File: src/rtl/ddc_get_feature_reply_parser_unit_assert.svh
// ----------------------------------------------------------------------------
// Assertion macros for the get-feature reply parser
// Implication checks sampled on the rising clock, disabled while in reset.
// ----------------------------------------------------------------------------
`ifndef DDC_GET_FEATURE_REPLY_PARSER_UNIT_ASSERT_SVH
`define DDC_GET_FEATURE_REPLY_PARSER_UNIT_ASSERT_SVH

`ifndef NO_ASSERTIONS
`define DGFR_ASSERT_SAME(lbl, clk_s, rstn_s, ante, cons) \
	lbl: assert property (@(posedge clk_s) disable iff (!(rstn_s)) (ante) |-> (cons)) \
		else $error("assertion failed: same-cycle implication");
`define DGFR_ASSERT_NEXT(lbl, clk_s, rstn_s, ante, cons) \
	lbl: assert property (@(posedge clk_s) disable iff (!(rstn_s)) (ante) |=> (cons)) \
		else $error("assertion failed: next-cycle implication");
`else
`define DGFR_ASSERT_SAME(lbl, clk_s, rstn_s, ante, cons)
`define DGFR_ASSERT_NEXT(lbl, clk_s, rstn_s, ante, cons)
`endif

`endif

File: src/rtl/ddc_gfr_pkg.sv
// ----------------------------------------------------------------------------
// ddc_gfr_pkg
// Types and constants of the get-feature reply parser.
// ----------------------------------------------------------------------------
package ddc_gfr_pkg;

	localparam logic [7:0] LEN_MASK    = 8'h7F;
	localparam int         KEEP_BYTES  = 8;
	localparam int         KEEP_IDX_W  = $clog2(KEEP_BYTES);
	localparam logic [7:0] FRAME_EXTRA = 8'd3;
	localparam logic [7:0] COUNT_MAX   = 8'hFF;
	localparam logic [7:0] RC_OK       = 8'h00;

	localparam logic [7:0] RESET_SOURCE_ADDRESS   = 8'h6E;
	localparam logic [7:0] RESET_CHECKSUM_SEED    = 8'h50;
	localparam logic [7:0] RESET_REPLY_COMMAND    = 8'h02;
	localparam logic [7:0] RESET_UNSUPPORTED_CODE = 8'h01;

	localparam logic [1:0] CFG_SOURCE_ADDRESS   = 2'd0;
	localparam logic [1:0] CFG_CHECKSUM_SEED    = 2'd1;
	localparam logic [1:0] CFG_REPLY_COMMAND    = 2'd2;
	localparam logic [1:0] CFG_UNSUPPORTED_CODE = 2'd3;

	typedef enum logic [2:0] {
		ST_OK          = 3'd0,
		ST_PARSE       = 3'd1,
		ST_CHECKSUM    = 3'd2,
		ST_NULL        = 3'd3,
		ST_UNSUPPORTED = 3'd4
	} status_t;

	typedef struct packed {
		logic [7:0] rx_byte;
		logic       last_byte;
		logic [7:0] expected_feature;
	} in_word_t;

	typedef struct packed {
		logic    present;
		status_t status;
	} out_user_t;

	typedef struct packed {
		logic [15:0] current_value;
		logic [15:0] maximum_value;
		logic [7:0]  feature_type;
	} out_data_t;

endpackage

File: src/rtl/ddc_get_feature_reply_parser_unit.sv
// ----------------------------------------------------------------------------
// ddc_get_feature_reply_parser_unit
// Parses a get-feature reply one byte per word and reports one result word
// on the last byte of each buffer.
// m_tvalid rises when the last byte moves from the input register into the
// result register. One byte per cycle, but a last byte waits in stage 1 while
// the result register holds an unaccepted result. The input and result
// registers are the only stages; frame state updates as bytes leave stage 1.
// Reset: arst_n clears frame state, handshake state and restores registers.
// ----------------------------------------------------------------------------
`include "ddc_get_feature_reply_parser_unit_assert.svh"

module ddc_get_feature_reply_parser_unit (
	input  logic        clk,
	input  logic        arst_n,
	input  logic        cfg_we,
	input  logic [1:0]  cfg_index,
	input  logic [7:0]  cfg_data,
	input  logic        s_tvalid,
	output logic        s_tready,
	input  logic [15:0] s_tdata,   // rx_byte[7:0], expected_feature[15:8]
	input  logic        s_tlast,   // last_byte
	output logic        m_tvalid,
	input  logic        m_tready,
	output logic [39:0] m_tdata,   // feature_type[7:0], maximum_value[23:8],
	                               // current_value[39:24]
	output logic [3:0]  m_tuser    // status[2:0], present[3]
);

	logic [7:0] source_address_q;
	logic [7:0] checksum_seed_q;
	logic [7:0] reply_command_q;
	logic [7:0] unsupported_code_q;

	logic                 valid_s1;
	ddc_gfr_pkg::in_word_t word_s1;

	logic [7:0] byte_count_q;
	logic [7:0] running_xor_q;
	logic [6:0] declared_length_q;
	logic       header_bad_q;
	logic [7:0] frame_xor_q;
	logic [7:0] held_feature_q;
	logic [7:0] payload_q [ddc_gfr_pkg::KEEP_BYTES];

	logic                   out_valid_q;
	ddc_gfr_pkg::out_user_t out_user_q;
	ddc_gfr_pkg::out_data_t out_data_q;

	logic out_free;
	logic adv_s1;
	logic in_fire;

	logic [7:0] byte_count_n;
	logic [7:0] running_xor_n;
	logic [6:0] declared_length_n;
	logic       header_bad_n;
	logic [7:0] frame_xor_n;
	logic [7:0] held_feature_n;
	logic       pay_we;
	logic [ddc_gfr_pkg::KEEP_IDX_W-1:0] pay_idx;
	logic [7:0] pay_n [ddc_gfr_pkg::KEEP_BYTES];

	ddc_gfr_pkg::out_user_t res_user;
	ddc_gfr_pkg::out_data_t res_data;

	assign out_free = !out_valid_q || m_tready;
	assign adv_s1   = valid_s1 && (!word_s1.last_byte || out_free);
	assign s_tready = !valid_s1 || adv_s1;
	assign in_fire  = s_tvalid && s_tready;

	assign m_tvalid = out_valid_q;
	assign m_tuser  = out_user_q;
	assign m_tdata  = out_data_q;

	always_ff @(posedge clk or negedge arst_n) begin
		if (!arst_n) begin
			source_address_q   <= ddc_gfr_pkg::RESET_SOURCE_ADDRESS;
			checksum_seed_q    <= ddc_gfr_pkg::RESET_CHECKSUM_SEED;
			reply_command_q    <= ddc_gfr_pkg::RESET_REPLY_COMMAND;
			unsupported_code_q <= ddc_gfr_pkg::RESET_UNSUPPORTED_CODE;
		end else if (cfg_we) begin
			unique case (cfg_index)
				ddc_gfr_pkg::CFG_SOURCE_ADDRESS:   source_address_q   <= cfg_data;
				ddc_gfr_pkg::CFG_CHECKSUM_SEED:    checksum_seed_q    <= cfg_data;
				ddc_gfr_pkg::CFG_REPLY_COMMAND:    reply_command_q    <= cfg_data;
				ddc_gfr_pkg::CFG_UNSUPPORTED_CODE: unsupported_code_q <= cfg_data;
				default: ;
			endcase
		end
	end

	always_ff @(posedge clk or negedge arst_n) begin
		if (!arst_n) begin
			valid_s1 <= 1'b0;
		end else if (in_fire) begin
			valid_s1 <= 1'b1;
		end else if (adv_s1) begin
			valid_s1 <= 1'b0;
		end
	end

	always_ff @(posedge clk) begin
		if (in_fire) begin
			word_s1.rx_byte          <= s_tdata[7:0];
			word_s1.expected_feature <= s_tdata[15:8];
			word_s1.last_byte        <= s_tlast;
		end
	end

	// Frame state after taking the byte in stage 1.
	always_comb begin
		logic [7:0] idx;
		logic [7:0] b;
		logic [7:0] need;
		logic [7:0] off;
		idx               = byte_count_q;
		b                 = word_s1.rx_byte;
		need              = {1'b0, declared_length_q} + ddc_gfr_pkg::FRAME_EXTRA;
		off               = idx - 8'd2;
		byte_count_n      = byte_count_q;
		running_xor_n     = running_xor_q;
		declared_length_n = declared_length_q;
		header_bad_n      = header_bad_q;
		frame_xor_n       = frame_xor_q;
		held_feature_n    = held_feature_q;
		pay_we            = 1'b0;
		pay_idx           = off[ddc_gfr_pkg::KEEP_IDX_W-1:0];
		if (idx != ddc_gfr_pkg::COUNT_MAX) begin
			byte_count_n = idx + 8'd1;
			if (idx == 8'd0) begin
				held_feature_n = word_s1.expected_feature;
				running_xor_n  = checksum_seed_q ^ b;
				if (b != source_address_q) begin
					header_bad_n = 1'b1;
				end
			end else if (idx == 8'd1) begin
				running_xor_n     = running_xor_q ^ b;
				declared_length_n = 7'(b & ddc_gfr_pkg::LEN_MASK);
				if (!b[7]) begin
					header_bad_n = 1'b1;
				end
				if (b[6:0] == 7'd0) begin
					frame_xor_n = running_xor_q ^ b;
				end
			end else if (idx < need) begin
				running_xor_n = running_xor_q ^ b;
				pay_we        = off < 8'(ddc_gfr_pkg::KEEP_BYTES);
				if (idx == need - 8'd1) begin
					frame_xor_n = running_xor_q ^ b;
				end
			end
		end
		for (int i = 0; i < ddc_gfr_pkg::KEEP_BYTES; i++) begin
			pay_n[i] = (pay_we && pay_idx == ddc_gfr_pkg::KEEP_IDX_W'(i)) ? b : payload_q[i];
		end
	end

	// Judge the buffer on its last byte.
	always_comb begin
		logic [7:0] need_n;
		need_n           = {1'b0, declared_length_n} + ddc_gfr_pkg::FRAME_EXTRA;
		res_user.status  = ddc_gfr_pkg::ST_PARSE;
		res_data         = '0;
		if (byte_count_n < ddc_gfr_pkg::FRAME_EXTRA || header_bad_n) begin
			res_user.status = ddc_gfr_pkg::ST_PARSE;
		end else if (need_n > byte_count_n) begin
			res_user.status = ddc_gfr_pkg::ST_PARSE;
		end else if (frame_xor_n != 8'd0) begin
			res_user.status = ddc_gfr_pkg::ST_CHECKSUM;
		end else if (declared_length_n == 7'd0) begin
			res_user.status = ddc_gfr_pkg::ST_NULL;
		end else if (pay_n[0] != reply_command_q) begin
			res_user.status = ddc_gfr_pkg::ST_PARSE;
		end else if (declared_length_n >= 7'd2 && pay_n[1] == unsupported_code_q) begin
			if (declared_length_n >= 7'd3 && pay_n[2] != held_feature_n) begin
				res_user.status = ddc_gfr_pkg::ST_PARSE;
			end else begin
				res_user.status = ddc_gfr_pkg::ST_UNSUPPORTED;
			end
		end else if (declared_length_n < 7'(ddc_gfr_pkg::KEEP_BYTES)
				|| pay_n[1] != ddc_gfr_pkg::RC_OK || pay_n[2] != held_feature_n) begin
			res_user.status = ddc_gfr_pkg::ST_PARSE;
		end else begin
			res_user.status        = ddc_gfr_pkg::ST_OK;
			res_data.feature_type  = pay_n[3];
			res_data.maximum_value = {pay_n[4], pay_n[5]};
			res_data.current_value = {pay_n[6], pay_n[7]};
		end
		res_user.present = res_user.status == ddc_gfr_pkg::ST_OK;
	end

	always_ff @(posedge clk or negedge arst_n) begin
		if (!arst_n) begin
			byte_count_q      <= '0;
			running_xor_q     <= '0;
			declared_length_q <= '0;
			header_bad_q      <= 1'b0;
			frame_xor_q       <= '0;
			held_feature_q    <= '0;
		end else if (adv_s1) begin
			if (word_s1.last_byte) begin
				byte_count_q      <= '0;
				running_xor_q     <= '0;
				declared_length_q <= '0;
				header_bad_q      <= 1'b0;
				frame_xor_q       <= '0;
				held_feature_q    <= '0;
			end else begin
				byte_count_q      <= byte_count_n;
				running_xor_q     <= running_xor_n;
				declared_length_q <= declared_length_n;
				header_bad_q      <= header_bad_n;
				frame_xor_q       <= frame_xor_n;
				held_feature_q    <= held_feature_n;
			end
		end
	end

	always_ff @(posedge clk) begin
		if (adv_s1 && pay_we) begin
			payload_q[pay_idx] <= word_s1.rx_byte;
		end
	end

	always_ff @(posedge clk or negedge arst_n) begin
		if (!arst_n) begin
			out_valid_q <= 1'b0;
		end else if (adv_s1 && word_s1.last_byte) begin
			out_valid_q <= 1'b1;
		end else if (m_tready) begin
			out_valid_q <= 1'b0;
		end
	end

	always_ff @(posedge clk) begin
		if (adv_s1 && word_s1.last_byte) begin
			out_user_q <= res_user;
			out_data_q <= res_data;
		end
	end

	`DGFR_ASSERT_SAME(a_zero_unless_ok, clk, arst_n,
		m_tvalid && m_tuser[2:0] != ddc_gfr_pkg::ST_OK, m_tdata == 40'd0 && !m_tuser[3])
	`DGFR_ASSERT_SAME(a_no_overwrite, clk, arst_n,
		valid_s1 && word_s1.last_byte && out_valid_q && !m_tready, !s_tready)
	`DGFR_ASSERT_NEXT(a_rearm, clk, arst_n,
		adv_s1 && word_s1.last_byte, byte_count_q == 8'd0)
	`DGFR_ASSERT_NEXT(a_saturate, clk, arst_n,
		adv_s1 && !word_s1.last_byte && byte_count_q == ddc_gfr_pkg::COUNT_MAX,
		byte_count_q == ddc_gfr_pkg::COUNT_MAX)

endmodule

File: config.mk
export PLATFORM = sky130hd
export DESIGN_NAME = ddc_get_feature_reply_parser_unit
export DESIGN_NICKNAME = d
export VERILOG_FILES = /design/src/rtl/ddc_gfr_pkg.sv /design/src/rtl/ddc_get_feature_reply_parser_unit.sv
export VERILOG_INCLUDE_DIRS = /design/src /design/src/rtl
export SDC_FILE = /design/constraint.sdc
export NUM_CORES = 1
export LEC_CHECK = 0
export BUFFER_PORTS_ARGS = -buffer_cell sky130_fd_sc_hd__buf_2
export CORE_MARGIN = 4
export CORE_UTILIZATION = 50
export DETAILED_ROUTE_END_ITERATION = 12
export PLACE_DENSITY_LB_ADDON = 0.05
export SYNTH_ARGS = -nofsm -noshare
export SYNTH_HDL_FRONTEND = slang
export SYNTH_SLANG_ARGS = --single-unit
File: constraint.sdc
create_clock -name clk -period 6.4 [get_ports clk]
set_clock_uncertainty 0.15 [all_clocks]
set_input_delay 0.64 -clock clk [delete_from_list [all_inputs] [get_ports clk]]
set_output_delay 0.64 -clock clk [all_outputs]
set_load 0.005 [all_outputs]
* Word level (Yosys, flattened, before mapping) *
Memories as Yosys holds them, arrays and structs flattened. A register that Yosys moved wholly into a read port is not among the register bits.
Cells that the tools add are included.

word-level totals
  output and inout bits = 46
  memory bits (read-only) = 0
  bits of input ports = 32
  word-level logic and storage cells = 128
  bits in registers = 95
  latch bits = 0
  RAM bits = 64
  memories kept = 1

memory list
  memory     words  bits a word  read ports  clocked after memory_dff  wr ports  RTL line                                 source
  payload_q  8      8            8           5                         1         ddc_get_feature_reply_parser_unit.sv:44  logic [7:0] payload_q [ddc_gfr_pkg::KEEP_BYTES];

cells by class
  eq/ne operators = 12
  mux-type cells = 48
  bitwise gates (word level) = 2
  divide/modulo/power cells = 0
  shift operators = 0
  order comparisons = 7
  $add $sub $neg = 5
  multipliers = 0
  reduce and logical (&&, ||, !) cells = 36

operators by type and width
  cell                   count
  $mux W8                20
  $mux W7                4
  $ne A8 B8 Y1           3
  $mux W3                7
  $mux W1                17
  $add A7 B2 Y8 const B  2
  $eq A8 B8 Y1           2
  $reduce_bool A8 Y1     2
  $xor A8 B8 Y8          2
  $ge A7 B2 Y1 const B   2
  $logic_not A7 Y1       2
  $logic_and A1 B1 Y1    9
  $add A8 B1 Y8 const B  1
  $eq A8 B1 Y1 const B   1
  $gt A8 B8 Y1           1
  $logic_not A8 Y1       1
  $lt A8 B2 Y1 const B   1
  $lt A8 B4 Y1 const B   1
  $lt A8 B8 Y1           1
  $ne A8 B8 Y1 const B   1
  $reduce_and A2 Y1      4
  $sub A8 B1 Y8 const B  1
  $sub A8 B2 Y8 const B  1
  $lt A7 B4 Y1 const B   1
  12 further kinds       23

* Depth between registers and ports, before layout *
Gate-level depths: netlist of run 1.

  word-level depth = 19
  mapped depth = 20
  depth with buffers taken out = 19

* Least setup slack after synthesis of run 1 *
Ideal clock, no wire load.

  path type = register to register
  from = reg byte_count_q[1]
  to = reg out_user_q, in the netlist m_tuser[0] (data pin)
  required time = 5994 ps
  path slack = 1192 ps
  period minus slack after synthesis = 5208 ps
  path buffers = 2
  stages on the path, launching flop included = 21
  setup time = 256 ps
  arrival time = 4802 ps
  path through = dfrtp_1 > inv_1 > ha_1 > nor4b_1 > nand2_1 > nor2_1 > clkbuf_1 > mux2i_1 > a21oi_1 > xnor2_1 > ha_1 > a21o_1 > a21oi_1 > a21oi_1 > a211oi_1 > o211ai_1 > nand3b_1 > nor4b_2 > nand3_1 > clkbuf_1 > o211a_1

RTL lines
  item                      RTL line                                  source
  start: declaration        ddc_get_feature_reply_parser_unit.sv:38   logic [7:0] byte_count_q;
  start signal: assignment  ddc_get_feature_reply_parser_unit.sv:210  byte_count_q <= byte_count_n;
  end signal: assignment    ddc_get_feature_reply_parser_unit.sv:238  out_user_q <= res_user;
  end: declaration          ddc_get_feature_reply_parser_unit.sv:47   ddc_gfr_pkg::out_user_t out_user_q;

==> results of run 1 <==
-- flip-flops by register name, summed over array words and instances (netlist names) --
register	cells
m_tdata	40
declared_length_q	7
checksum_seed_q	8
m_tvalid	1
source_address_q	8
byte_count_q	8
word_s1	17
m_tuser	4
running_xor_q	8
valid_s1	1
reply_command_q	8
frame_xor_q	8
header_bad_q	1
held_feature_q	8
payload_q	64
unsupported_code_q	8
-- final cells by class --
class | count | area share (%)
timing repair buffer | 103 | 4.87
inverter | 73 | 2.30
sequential | 199 | 47.1
clock inverter | 15 | 1.76
multi-input combinational | 595 | 37.5
clock buffer | 17 | 3.57
tap | 275 | 2.89
-- path summary, 6_finish.rpt --
path | depth (start not counted) | to | start
max reg2reg | 21 | m_tuser[0] | byte_count_q[1]
max | 21 | m_tuser[0] | byte_count_q[1]
max in group asynchronous | 2 | held_feature_q[6] | arst_n
min in group asynchronous | 2 | running_xor_q[6] | arst_n
min | 1 | word_s1[15] | s_tdata[6]
min reg2reg | 2 | frame_xor_q[0] | frame_xor_q[0]
-- Yosys cell counts (9+ instances only) --
| library cell | count |
|---|---|
| sky130_fd_sc_hd__inv_1 | 73 |
| sky130_fd_sc_hd__o21ai_0 | 37 |
| sky130_fd_sc_hd__ha_1 | 29 |
| sky130_fd_sc_hd__buf_2 | 10 |
| sky130_fd_sc_hd__nand3_1 | 22 |
| sky130_fd_sc_hd__nor3_1 | 27 |
| sky130_fd_sc_hd__xor2_1 | 31 |
| sky130_fd_sc_hd__edfxtp_1 | 125 |
| sky130_fd_sc_hd__mux2_2 | 37 |
| sky130_fd_sc_hd__a21oi_1 | 28 |
| sky130_fd_sc_hd__dfrtp_1 | 65 |
| sky130_fd_sc_hd__nand2_1 | 53 |
| sky130_fd_sc_hd__mux2i_1 | 22 |
| sky130_fd_sc_hd__nand4_1 | 13 |
| sky130_fd_sc_hd__xnor2_1 | 27 |
| sky130_fd_sc_hd__nor2_1 | 30 |
| sky130_fd_sc_hd__nor3_2 | 39 |
| sky130_fd_sc_hd__nor4_1 | 11 |
| sky130_fd_sc_hd__a22o_1 | 18 |
| sky130_fd_sc_hd__and3_1 | 10 |
| sky130_fd_sc_hd__dfstp_2 | 9 |
| sky130_fd_sc_hd__clkbuf_1 | 32 |
-- per-layer routing --
layer / part of all wire (%) / vias to the layer above
li1: - / 3543
met1: 44 / 3687
met3: 5.9 / 43
met2: 48 / 257
met5: 0 / -
met4: 2.2 / 0
-- power groups by stage --
stage / logic [W] / clock network [W] / registers [W]
finish: 0.00126 / 0.00114 / 0.00162
global route: 0.00137 / 0.00122 / 0.00164
CTS: 0.00125 / 0.00117 / 0.00162
detailed placement: 0.00124 / 0 / 0.00165
global placement: 0.00122 / 0 / 0.00164
floorplan: 0.00104 / 0 / 0.00159
-- per-stage QoR --
stage | setup slack [ps] | utilization (%) | instance area [um^2]
final | 833 | 56.9 | 11900
after global routing | 376 | 56.9 | 11900
after CTS | 858 | 56.9 | 11900
after detailed placement | 909 | 53.9 | 11300
after global placement | 1120 | 53.9 | 11300
after floorplan | 1190 | - | 10600
-- kinds of logic after synthesis --
| kind of cell | count (synthesis) | share of synthesized area, % |
|---|---|---|
| compound gates | 180 | 12.1 |
| xor+xnor | 59 | 5.00 |
| mux | 59 | 6.01 |
| buf+inv | 123 | 4.84 |
| simple gates | 268 | 15.7 |
| flops | 199 | 53.0 |
| fa+ha+maj | 29 | 3.42 |
-- worst max-delay path, cell delays in order (launching register included) --
cell	delay, ps
sky130_fd_sc_hd__dfrtp_1	510
sky130_fd_sc_hd__inv_1	230
sky130_fd_sc_hd__ha_1	190
sky130_fd_sc_hd__nor4b_1	300
sky130_fd_sc_hd__nand2_1	260
sky130_fd_sc_hd__nor2_1	250
sky130_fd_sc_hd__buf_4	280
sky130_fd_sc_hd__mux2i_1	490
sky130_fd_sc_hd__ha_1	330
sky130_fd_sc_hd__nor3_1	90
sky130_fd_sc_hd__xnor2_1	160
sky130_fd_sc_hd__ha_1	330
sky130_fd_sc_hd__nand3_1	90
sky130_fd_sc_hd__o21bai_1	110
sky130_fd_sc_hd__a21oi_1	70
sky130_fd_sc_hd__a211oi_1	210
sky130_fd_sc_hd__o211ai_1	150
sky130_fd_sc_hd__nand3b_1	220
sky130_fd_sc_hd__nor4b_2	330
sky130_fd_sc_hd__nand3_2	130
sky130_fd_sc_hd__buf_4	270
sky130_fd_sc_hd__o211a_1	160
==> flow_summary.toml, run 1 <==
[status]
run_status = "completed"

[grt]
grt.met2_usage_pct = 36.7
track_usage_pct = 22.8
globalRouteOverflowTotal = 0
globalRouteMet3Util_pct = 3.57
antenna_violations_before_repair = 0
grt_pass1_wl_um = 42000
grt_busiest_layer = "met2"
globalRouteMet1Util_pct = 31.8
pin_count_of_the_biggest_net_entering_global_routing = 75
first_global_vias = 7397

[layout]
final_std_cells_w_o_fill = 1277
multiInputGateArea_um2 = 4480
final_common_cell = "sky130_fd_sc_hd__edfxtp_1"
area_growth_syn_to_layout_pct = 12.5
final_cell_mix = "sky130_fd_sc_hd__edfxtp_1 (125), sky130_fd_sc_hd__buf_2 (77), sky130_fd_sc_hd__inv_1 (73)"
fillerInstances = 1790
layout_cells_sized_above_1_pct = 23.9
finish.net_count = 1050
antenna_cells_inserted = 0
register_area_um2 = 5620

[yosys]
postSynthRegisterBits = 199
synth.area.top_cells = "sky130_fd_sc_hd__edfxtp_1 (35%), sky130_fd_sc_hd__dfrtp_1 (15%), sky130_fd_sc_hd__mux2_2 (3.9%), sky130_fd_sc_hd__nor3_2 (3.7%), sky130_fd_sc_hd__ha_1 (3.4%)"
yosys.area.top_type = "sky130_fd_sc_hd__edfxtp_1"
mappedNetlistNets = 978
synth-edff-count = 125
synth.yosys.seq_area_share_pct = 53.0
synthArstFlopShare_pct = 37.2
synthFlopType = "sky130_fd_sc_hd__edfxtp_1"
netlist_area_um2 = 10600
yosysWarnings = 0
post_synthesis_instance_total = 917
syn_area_per_cell_um2 = 11.6
yosysTopAreaCellShare_pct = 35.4
library_cells_used_by_synthesis = 78

[power]
clockPowerShare_pct = 28.4
sw_frac_of_total_pct = 38.4
power.total_w = 0.00403
power.switching_w = 0.00155
internal_power_component_w = 0.00248
total_leakage_power_nw = 4.65
power.sequential.fraction_pct = 40.3
power.combinational.fraction_pct = 31.3
power.ir.vdd_worst_mv = 0.474
power.density_nw_per_um2 = 338

[cts]
cts.path.max_buffers = 2
tritoncts = "built"
insertion_delay_ps = 440
clock_pin_slew_of_the_registers_on_the_worst_case_setup_and_hold_paths_ps = 80
cts_hold_repair.buffers = 0
cts-root-buf = "sky130_fd_sc_hd__clkbuf_16"
clock_sinks = 199
cts_resized = 0
number_of_buffers_created_by_cts = 17
post-cts-setup-buffer-count = 0
cts_htree_levels = 4

[timing]
worst_slew_margin_pct = 18.4
min_period_ps = 5570
setup_viol_count_final = 0
timing_hold_violations_final = 0
slew_viol_final = 0
final.period_utilization_pct = 87.0
fmaxAchievable_mhz = 180
fin_worst_hold_slack_ps = 218
setup_repair_after_global_routing_missed_its_margin = "no"
tns_ps = 0
worst-slew-pin-transition_ps = 1220

[critical_path]
timing_worst_setup_path_type = "reg -> reg"
worst_ep_required_time_ps = 6450
setup.worst_path.start_class = "flop"
reg2reg_setup_slack_ps = 830
worst-path-max-fanout = 27
cp.arrival_ps = 5620
critical_path.endpoint_type = "flop"

[place]
dp.cells = 1245
gp_congestion = 0.946
place.port_buffers = 77
place_hpwl_um = 18800

[floorplan]
height_of_the_chip_um = 154
start_util_pct = 50.6
floorplan.core_area_um2 = 21000
die-area_um2 = 23600
placementRows = 53
die_width_um = 154
top_level_ports = 78

[route]
drt-vias-per-instance = 5.90
drtPass1Iterations = 7
remaining_drc_errors = 0
detailedRoute.firstIterationViolations = 598
post_route_ant_nets = 0
detail_route.wirelength_um = 26900
via_count = 7530
route.detailed.wl_per_inst_um = 21.0

[hold_path]
worstHoldPathType = "in -> reg"

[run]
max_cap_viol_count = 0
Note: power is estimated with default switching activity, not from simulation.
==> run 2, diff against run 1 <==
clock period = 5.52 ns   (was 6.4 ns; I/O delays follow)
==> flow_summary.toml, run 2 (same netlist as run 1, synthesis figures left out) <==
[place]
placed_area_um2 = 11400
dp.cells = 1254
place_hpwl_um = 19100
place.port_buffers = 77
gp_congestion = 0.976

[layout]
antenna_cells_inserted = 0
register_area_um2 = 5620
final_cell_mix = "sky130_fd_sc_hd__edfxtp_1 (125), sky130_fd_sc_hd__buf_2 (77), sky130_fd_sc_hd__inv_1 (73)"
postLayoutCoreUtil_pct = 57.4
fillerInstances = 1815
regMostFlops = "payload_q"
area_growth_syn_to_layout_pct = 13.4
largest_register_ffs = 64
final_common_cell = "sky130_fd_sc_hd__edfxtp_1"
final_cell_area_um2 = 12000
final_std_cells_w_o_fill = 1287
finish.net_count = 1060
multiInputGateArea_um2 = 4480
layout_cells_sized_above_1_pct = 24.7

[grt]
track_usage_pct = 23.0
grt_pass1_wl_um = 42400
globalRouteOverflowTotal = 0
first_global_vias = 7610
pin_count_of_the_biggest_net_entering_global_routing = 58
antenna_violations_before_repair = 1

[critical_path]
cp.arrival_ps = 4980
timing_worst_setup_path_type = "reg -> reg"
worst_r2r_path_depth = 20
reg2reg_setup_slack_ps = 580
worst_ep_required_time_ps = 5560
setup.worst_path.start_class = "flop"
critical_path.endpoint_type = "flop"
r2r-end = "m_tuser[0]"
critical_path.reg2reg.startpoint = "byte_count_q[1]"
worst-path-max-fanout = 27

[timing]
final.period_utilization_pct = 89.5
timing_hold_violations_final = 0
fin_worst_hold_slack_ps = 121
setup_viol_count_final = 0
tns_ps = 0
slew_viol_final = 0
setup_repair_after_global_routing_missed_its_margin = "no"
worst_slew_margin_pct = 20.4
worst-slew-pin-transition_ps = 1190
min_period_ps = 4940
fmaxAchievable_mhz = 202

[route]
drtPass1Iterations = 5
remaining_drc_errors = 0
via_count = 7643
detailedRoute.firstIterationViolations = 669
drt-vias-per-instance = 5.94
post_route_ant_nets = 0
route.detailed.wl_per_inst_um = 20.8
detail_route.wirelength_um = 26800

[hold_path]
min_delay_worst_endpoint = "word_s1[0]"
min_delay_path_depth = 1
worstHoldPathType = "in -> reg"
min-delay-start = "s_tdata[8]"

[status]
run_status = "completed"

[power]
power.density_nw_per_um2 = 394
power.sequential.fraction_pct = 39.5
power.switching_w = 0.00181
power.ir.vdd_worst_mv = 0.529
internal_power_component_w = 0.00293
power.combinational.fraction_pct = 32.6
total_leakage_power_nw = 4.71
clockPowerShare_pct = 27.9
sw_frac_of_total_pct = 38.1

[cts]
clock_sinks = 199
cts.path.max_buffers = 2
tritoncts = "built"
cts_htree_levels = 4
number_of_buffers_created_by_cts = 17
clock_pin_slew_of_the_registers_on_the_worst_case_setup_and_hold_paths_ps = 90
cts-root-buf = "sky130_fd_sc_hd__clkbuf_16"
insertion_delay_ps = 450
post-cts-setup-buffer-count = 0

[floorplan]
height_of_the_chip_um = 154
top_level_ports = 78
die-area_um2 = 23600
start_util_pct = 50.6
placementRows = 53
die_width_um = 154
floorplan.core_area_um2 = 21000

[run]
max_cap_viol_count = 0
-- run 2: what timing repair did --
item	CTS	global route
endpoints found under the setup margin	0	1
hold endpoints to repair	14	0
gates resized for setup	0	2
hold buffers	1	0
-- run 2: worst max-delay path, stage by stage (launching register included) --
cell	delay [ps]
sky130_fd_sc_hd__dfrtp_1	380
sky130_fd_sc_hd__inv_1	160
sky130_fd_sc_hd__ha_1	190
sky130_fd_sc_hd__nor4b_1	300
sky130_fd_sc_hd__nand2_1	140
sky130_fd_sc_hd__nor2_2	250
sky130_fd_sc_hd__buf_4	210
sky130_fd_sc_hd__mux2i_1	410
sky130_fd_sc_hd__a21oi_1	140
sky130_fd_sc_hd__xnor2_1	160
sky130_fd_sc_hd__ha_1	320
sky130_fd_sc_hd__a21o_1	160
sky130_fd_sc_hd__a21oi_1	150
sky130_fd_sc_hd__a21oi_1	90
sky130_fd_sc_hd__a211oi_1	230
sky130_fd_sc_hd__o211ai_1	160
sky130_fd_sc_hd__nand3b_1	220
sky130_fd_sc_hd__nor4b_2	340
sky130_fd_sc_hd__nand3_2	120
sky130_fd_sc_hd__buf_4	270
sky130_fd_sc_hd__o211a_1	160
-- run 2: routing by layer --
layer  track usage, %  up-vias  routed length (um)
met2             37.0      273               12600
met3             5.69       67                1870
met4             7.57        2                 784
li1                 -     3560                   -
met5                0        -                  13
met1             30.8     3741               11500
-- run 2: cell type report --
| cell class | count | share of cell area [%] |
|---|---|---|
| clock buffers | 17 | 3.54 |
| repair buffers | 113 | 5.58 |
| multi-input cells | 595 | 37.3 |
| inverters | 73 | 2.28 |
| flip-flops and latches | 199 | 46.7 |
| well taps | 275 | 2.86 |
| clock inverters | 15 | 1.75 |
-- run 2: power groups by stage --
stage                     logic, W  clock network, W  registers, W
after floorplan            0.00121                 0       0.00185
after global placement     0.00150                 0       0.00189
after CTS                  0.00155           0.00135       0.00187
after global routing       0.00168           0.00142       0.00189
final                      0.00154           0.00132       0.00187
after detailed placement   0.00154                 0       0.00190
-- run 2: how the worst max path moves through the flow --
stage / start / to / slack [ps] / cells after the start
CTS: byte_count_q[1] / m_tdata[22] / 490 / 20
global placement: byte_count_q[1] / m_tuser[0] / 640 / 20
global route: byte_count_q[1] / m_tdata[22] / 100 / 20
floorplan: byte_count_q[1] / m_tuser[0] / 310 / 20
finish: byte_count_q[1] / m_tuser[0] / 580 / 20
detailed placement: byte_count_q[1] / m_tdata[22] / 510 / 20
-- run 2: metrics by stage --
stage / total power [W] / setup slack (ps)
finish: 0.00474 / 579
global route: 0.00500 / 102
CTS: 0.00477 / 486
detailed placement: 0.00344 / 505
global placement: 0.00339 / 643
floorplan: 0.00305 / 312
==> run 3, diff against run 2 <==
clock period = 4.4 ns   (was 5.52 ns; I/O delays follow)
==> flow_summary.toml, run 3 (same netlist as run 1, synthesis figures left out) <==
[floorplan]
start_util_pct = 50.6
height_of_the_chip_um = 154
die_width_um = 154
top_level_ports = 78
placementRows = 53
floorplan.core_area_um2 = 21000
die-area_um2 = 23600

[hold_path]
worstHoldPathType = "in -> reg"

[power]
total_leakage_power_nw = 5.08
power.combinational.fraction_pct = 36.0
clockPowerShare_pct = 26.5
power.switching_w = 0.00239
sw_frac_of_total_pct = 38.3
internal_power_component_w = 0.00386
power.sequential.fraction_pct = 37.6
power.density_nw_per_um2 = 490
power.ir.vdd_worst_mv = 0.846

[grt]
pin_count_of_the_biggest_net_entering_global_routing = 45
first_global_vias = 7737
track_usage_pct = 23.8
grt_pass1_wl_um = 43800
antenna_violations_before_repair = 0
globalRouteOverflowTotal = 0

[timing]
timing_hold_violations_final = 0
worst_slew_margin_pct = 10.1
fmaxAchievable_mhz = 229
setup_repair_after_global_routing_missed_its_margin = "yes"
fin_ws_ps = 26.1
slew_viol_final = 0
setup_viol_count_final = 0
worst-slew-pin-transition_ps = 1350
final.period_utilization_pct = 99.4
min_period_ps = 4370

[route]
post_route_ant_nets = 0
drtPass1Iterations = 5
route.detailed.wl_per_inst_um = 21.4
via_count = 7955
detailedRoute.firstIterationViolations = 609
drt-vias-per-instance = 5.92
detail_route.wirelength_um = 28800
remaining_drc_errors = 0

[layout]
final_std_cells_w_o_fill = 1343
area_growth_syn_to_layout_pct = 20.4
regMostFlops = "payload_q"
final_common_cell = "sky130_fd_sc_hd__edfxtp_1"
antenna_cells_inserted = 0
largest_register_ffs = 64
layout_cells_sized_above_1_pct = 30.8
final_cell_mix = "sky130_fd_sc_hd__edfxtp_1 (125), sky130_fd_sc_hd__buf_4 (80), sky130_fd_sc_hd__buf_2 (77)"
finish.net_count = 1116

[cts]
cts.path.max_buffers = 2
number_of_buffers_created_by_cts = 17
tritoncts = "built"
clock_sinks = 199
cts-root-buf = "sky130_fd_sc_hd__clkbuf_16"
clock_pin_slew_of_the_registers_on_the_worst_case_setup_and_hold_paths_ps = 90
insertion_delay_ps = 440
cts_htree_levels = 4

[critical_path]
timing_worst_setup_path_type = "reg -> reg"
worst_ep_required_time_ps = 4540
worst-path-max-fanout = 15
critical_path.endpoint_type = "flop"
setup.worst_path.start_class = "flop"
cp.arrival_ps = 4520

[place]
gp_congestion = 0.940
dp.cells = 1294
place.port_buffers = 77
post-place-ws_ps = -66.3
place_hpwl_um = 20400

[run]
max_cap_viol_count = 0

[status]
run_status = "completed"
run 3: per-stage QoR:
| stage | TNS (ps) | area [um^2] | utilization [%] | hold slack (ps) | power (W) |
|---|---|---|---|---|---|
| 2_1_floorplan | 0 | 10700 | - | -5.59 | 0.00385 |
| 3_3_place_gp | 0 | 11700 | 56.0 | 317 | 0.00438 |
| 3_5_place_dp | -1110 | 11700 | 56.0 | 334 | 0.00443 |
| 4_1_cts | 0 | 12400 | 59.3 | 2.87 | 0.00610 |
| 5_1_grt | -9840 | 12800 | 60.9 | 4.31 | 0.00656 |
| 6_report | 0 | 12800 | 60.9 | 16.2 | 0.00625 |
run 3: worst paths after layout:
path,depth (start not counted),from,slack (ps),end
worst min-delay path,1,s_tdata[4],20,word_s1[13]
worst min register to register,1,held_feature_q[4],350,held_feature_q[4]
worst max register to register,20,byte_count_q[1],30,m_tdata[9]
max in group asynchronous,3,arst_n,2560,reply_command_q[1]
min in group asynchronous,2,arst_n,470,checksum_seed_q[2]
worst max-delay path,20,byte_count_q[1],30,m_tdata[9]
run 3: layout make-up:
type | count | area, um^2
timing repair buffer | 169 | 1160
fill | 1718 | 8190
multi-input combinational | 595 | 4730
sequential | 199 | 5620
clock buffer | 17 | 425
tap | 275 | 344
inverter | 73 | 274
clock inverter | 15 | 215
run 3: timing repair:
action	4_1_cts	5_1_grt
hold buffers	1	2
pin swaps	2	7
cloned	0	2
hold endpoints to repair	33	2
setup endpoints to repair	41	44
buffers inserted	1	11
resized for setup	6	36
run 3: power groups by stage:
| stage | Clock (W) | Combinational [W] | Sequential, W |
|---|---|---|---|
| after detailed placement | 0 | 0.00205 | 0.00238 |
| after global placement | 0 | 0.00202 | 0.00237 |
| final | 0.00166 | 0.00225 | 0.00235 |
| after CTS | 0.00169 | 0.00207 | 0.00234 |
| after global routing | 0.00178 | 0.00242 | 0.00237 |
| after floorplan | 0 | 0.00153 | 0.00232 |
run 3: metal layers:
| metal | wire [um] | global-route usage (%) | up-vias |
|---|---|---|---|
| li1 | - | - | 3673 |
| met1 | 12800 | 33.2 | 3937 |
| met2 | 13300 | 37.4 | 298 |
| met3 | 1710 | 4.17 | 47 |
| met4 | 1010 | 9.29 | 0 |
| met5 | 0 | 0 | - |
run 3: worst max-delay path: stages, from the launching register on:
cell and delay [ps]:
sky130_fd_sc_hd__dfrtp_2 410, sky130_fd_sc_hd__inv_2 70, sky130_fd_sc_hd__ha_4 120, sky130_fd_sc_hd__nor4b_4 210
sky130_fd_sc_hd__nand2_2 120, sky130_fd_sc_hd__nor2_4 230, sky130_fd_sc_hd__mux2i_4 370, sky130_fd_sc_hd__buf_6 160
sky130_fd_sc_hd__a21oi_4 60, sky130_fd_sc_hd__xnor2_2 130, sky130_fd_sc_hd__ha_1 330, sky130_fd_sc_hd__a21o_1 180
sky130_fd_sc_hd__a21oi_2 130, sky130_fd_sc_hd__a21oi_1 70, sky130_fd_sc_hd__a211oi_1 210, sky130_fd_sc_hd__o211ai_1 130
sky130_fd_sc_hd__nand3b_1 230, sky130_fd_sc_hd__nor4b_4 310, sky130_fd_sc_hd__nand3_4 200, sky130_fd_sc_hd__clkbuf_16 240
sky130_fd_sc_hd__nor3_2 160
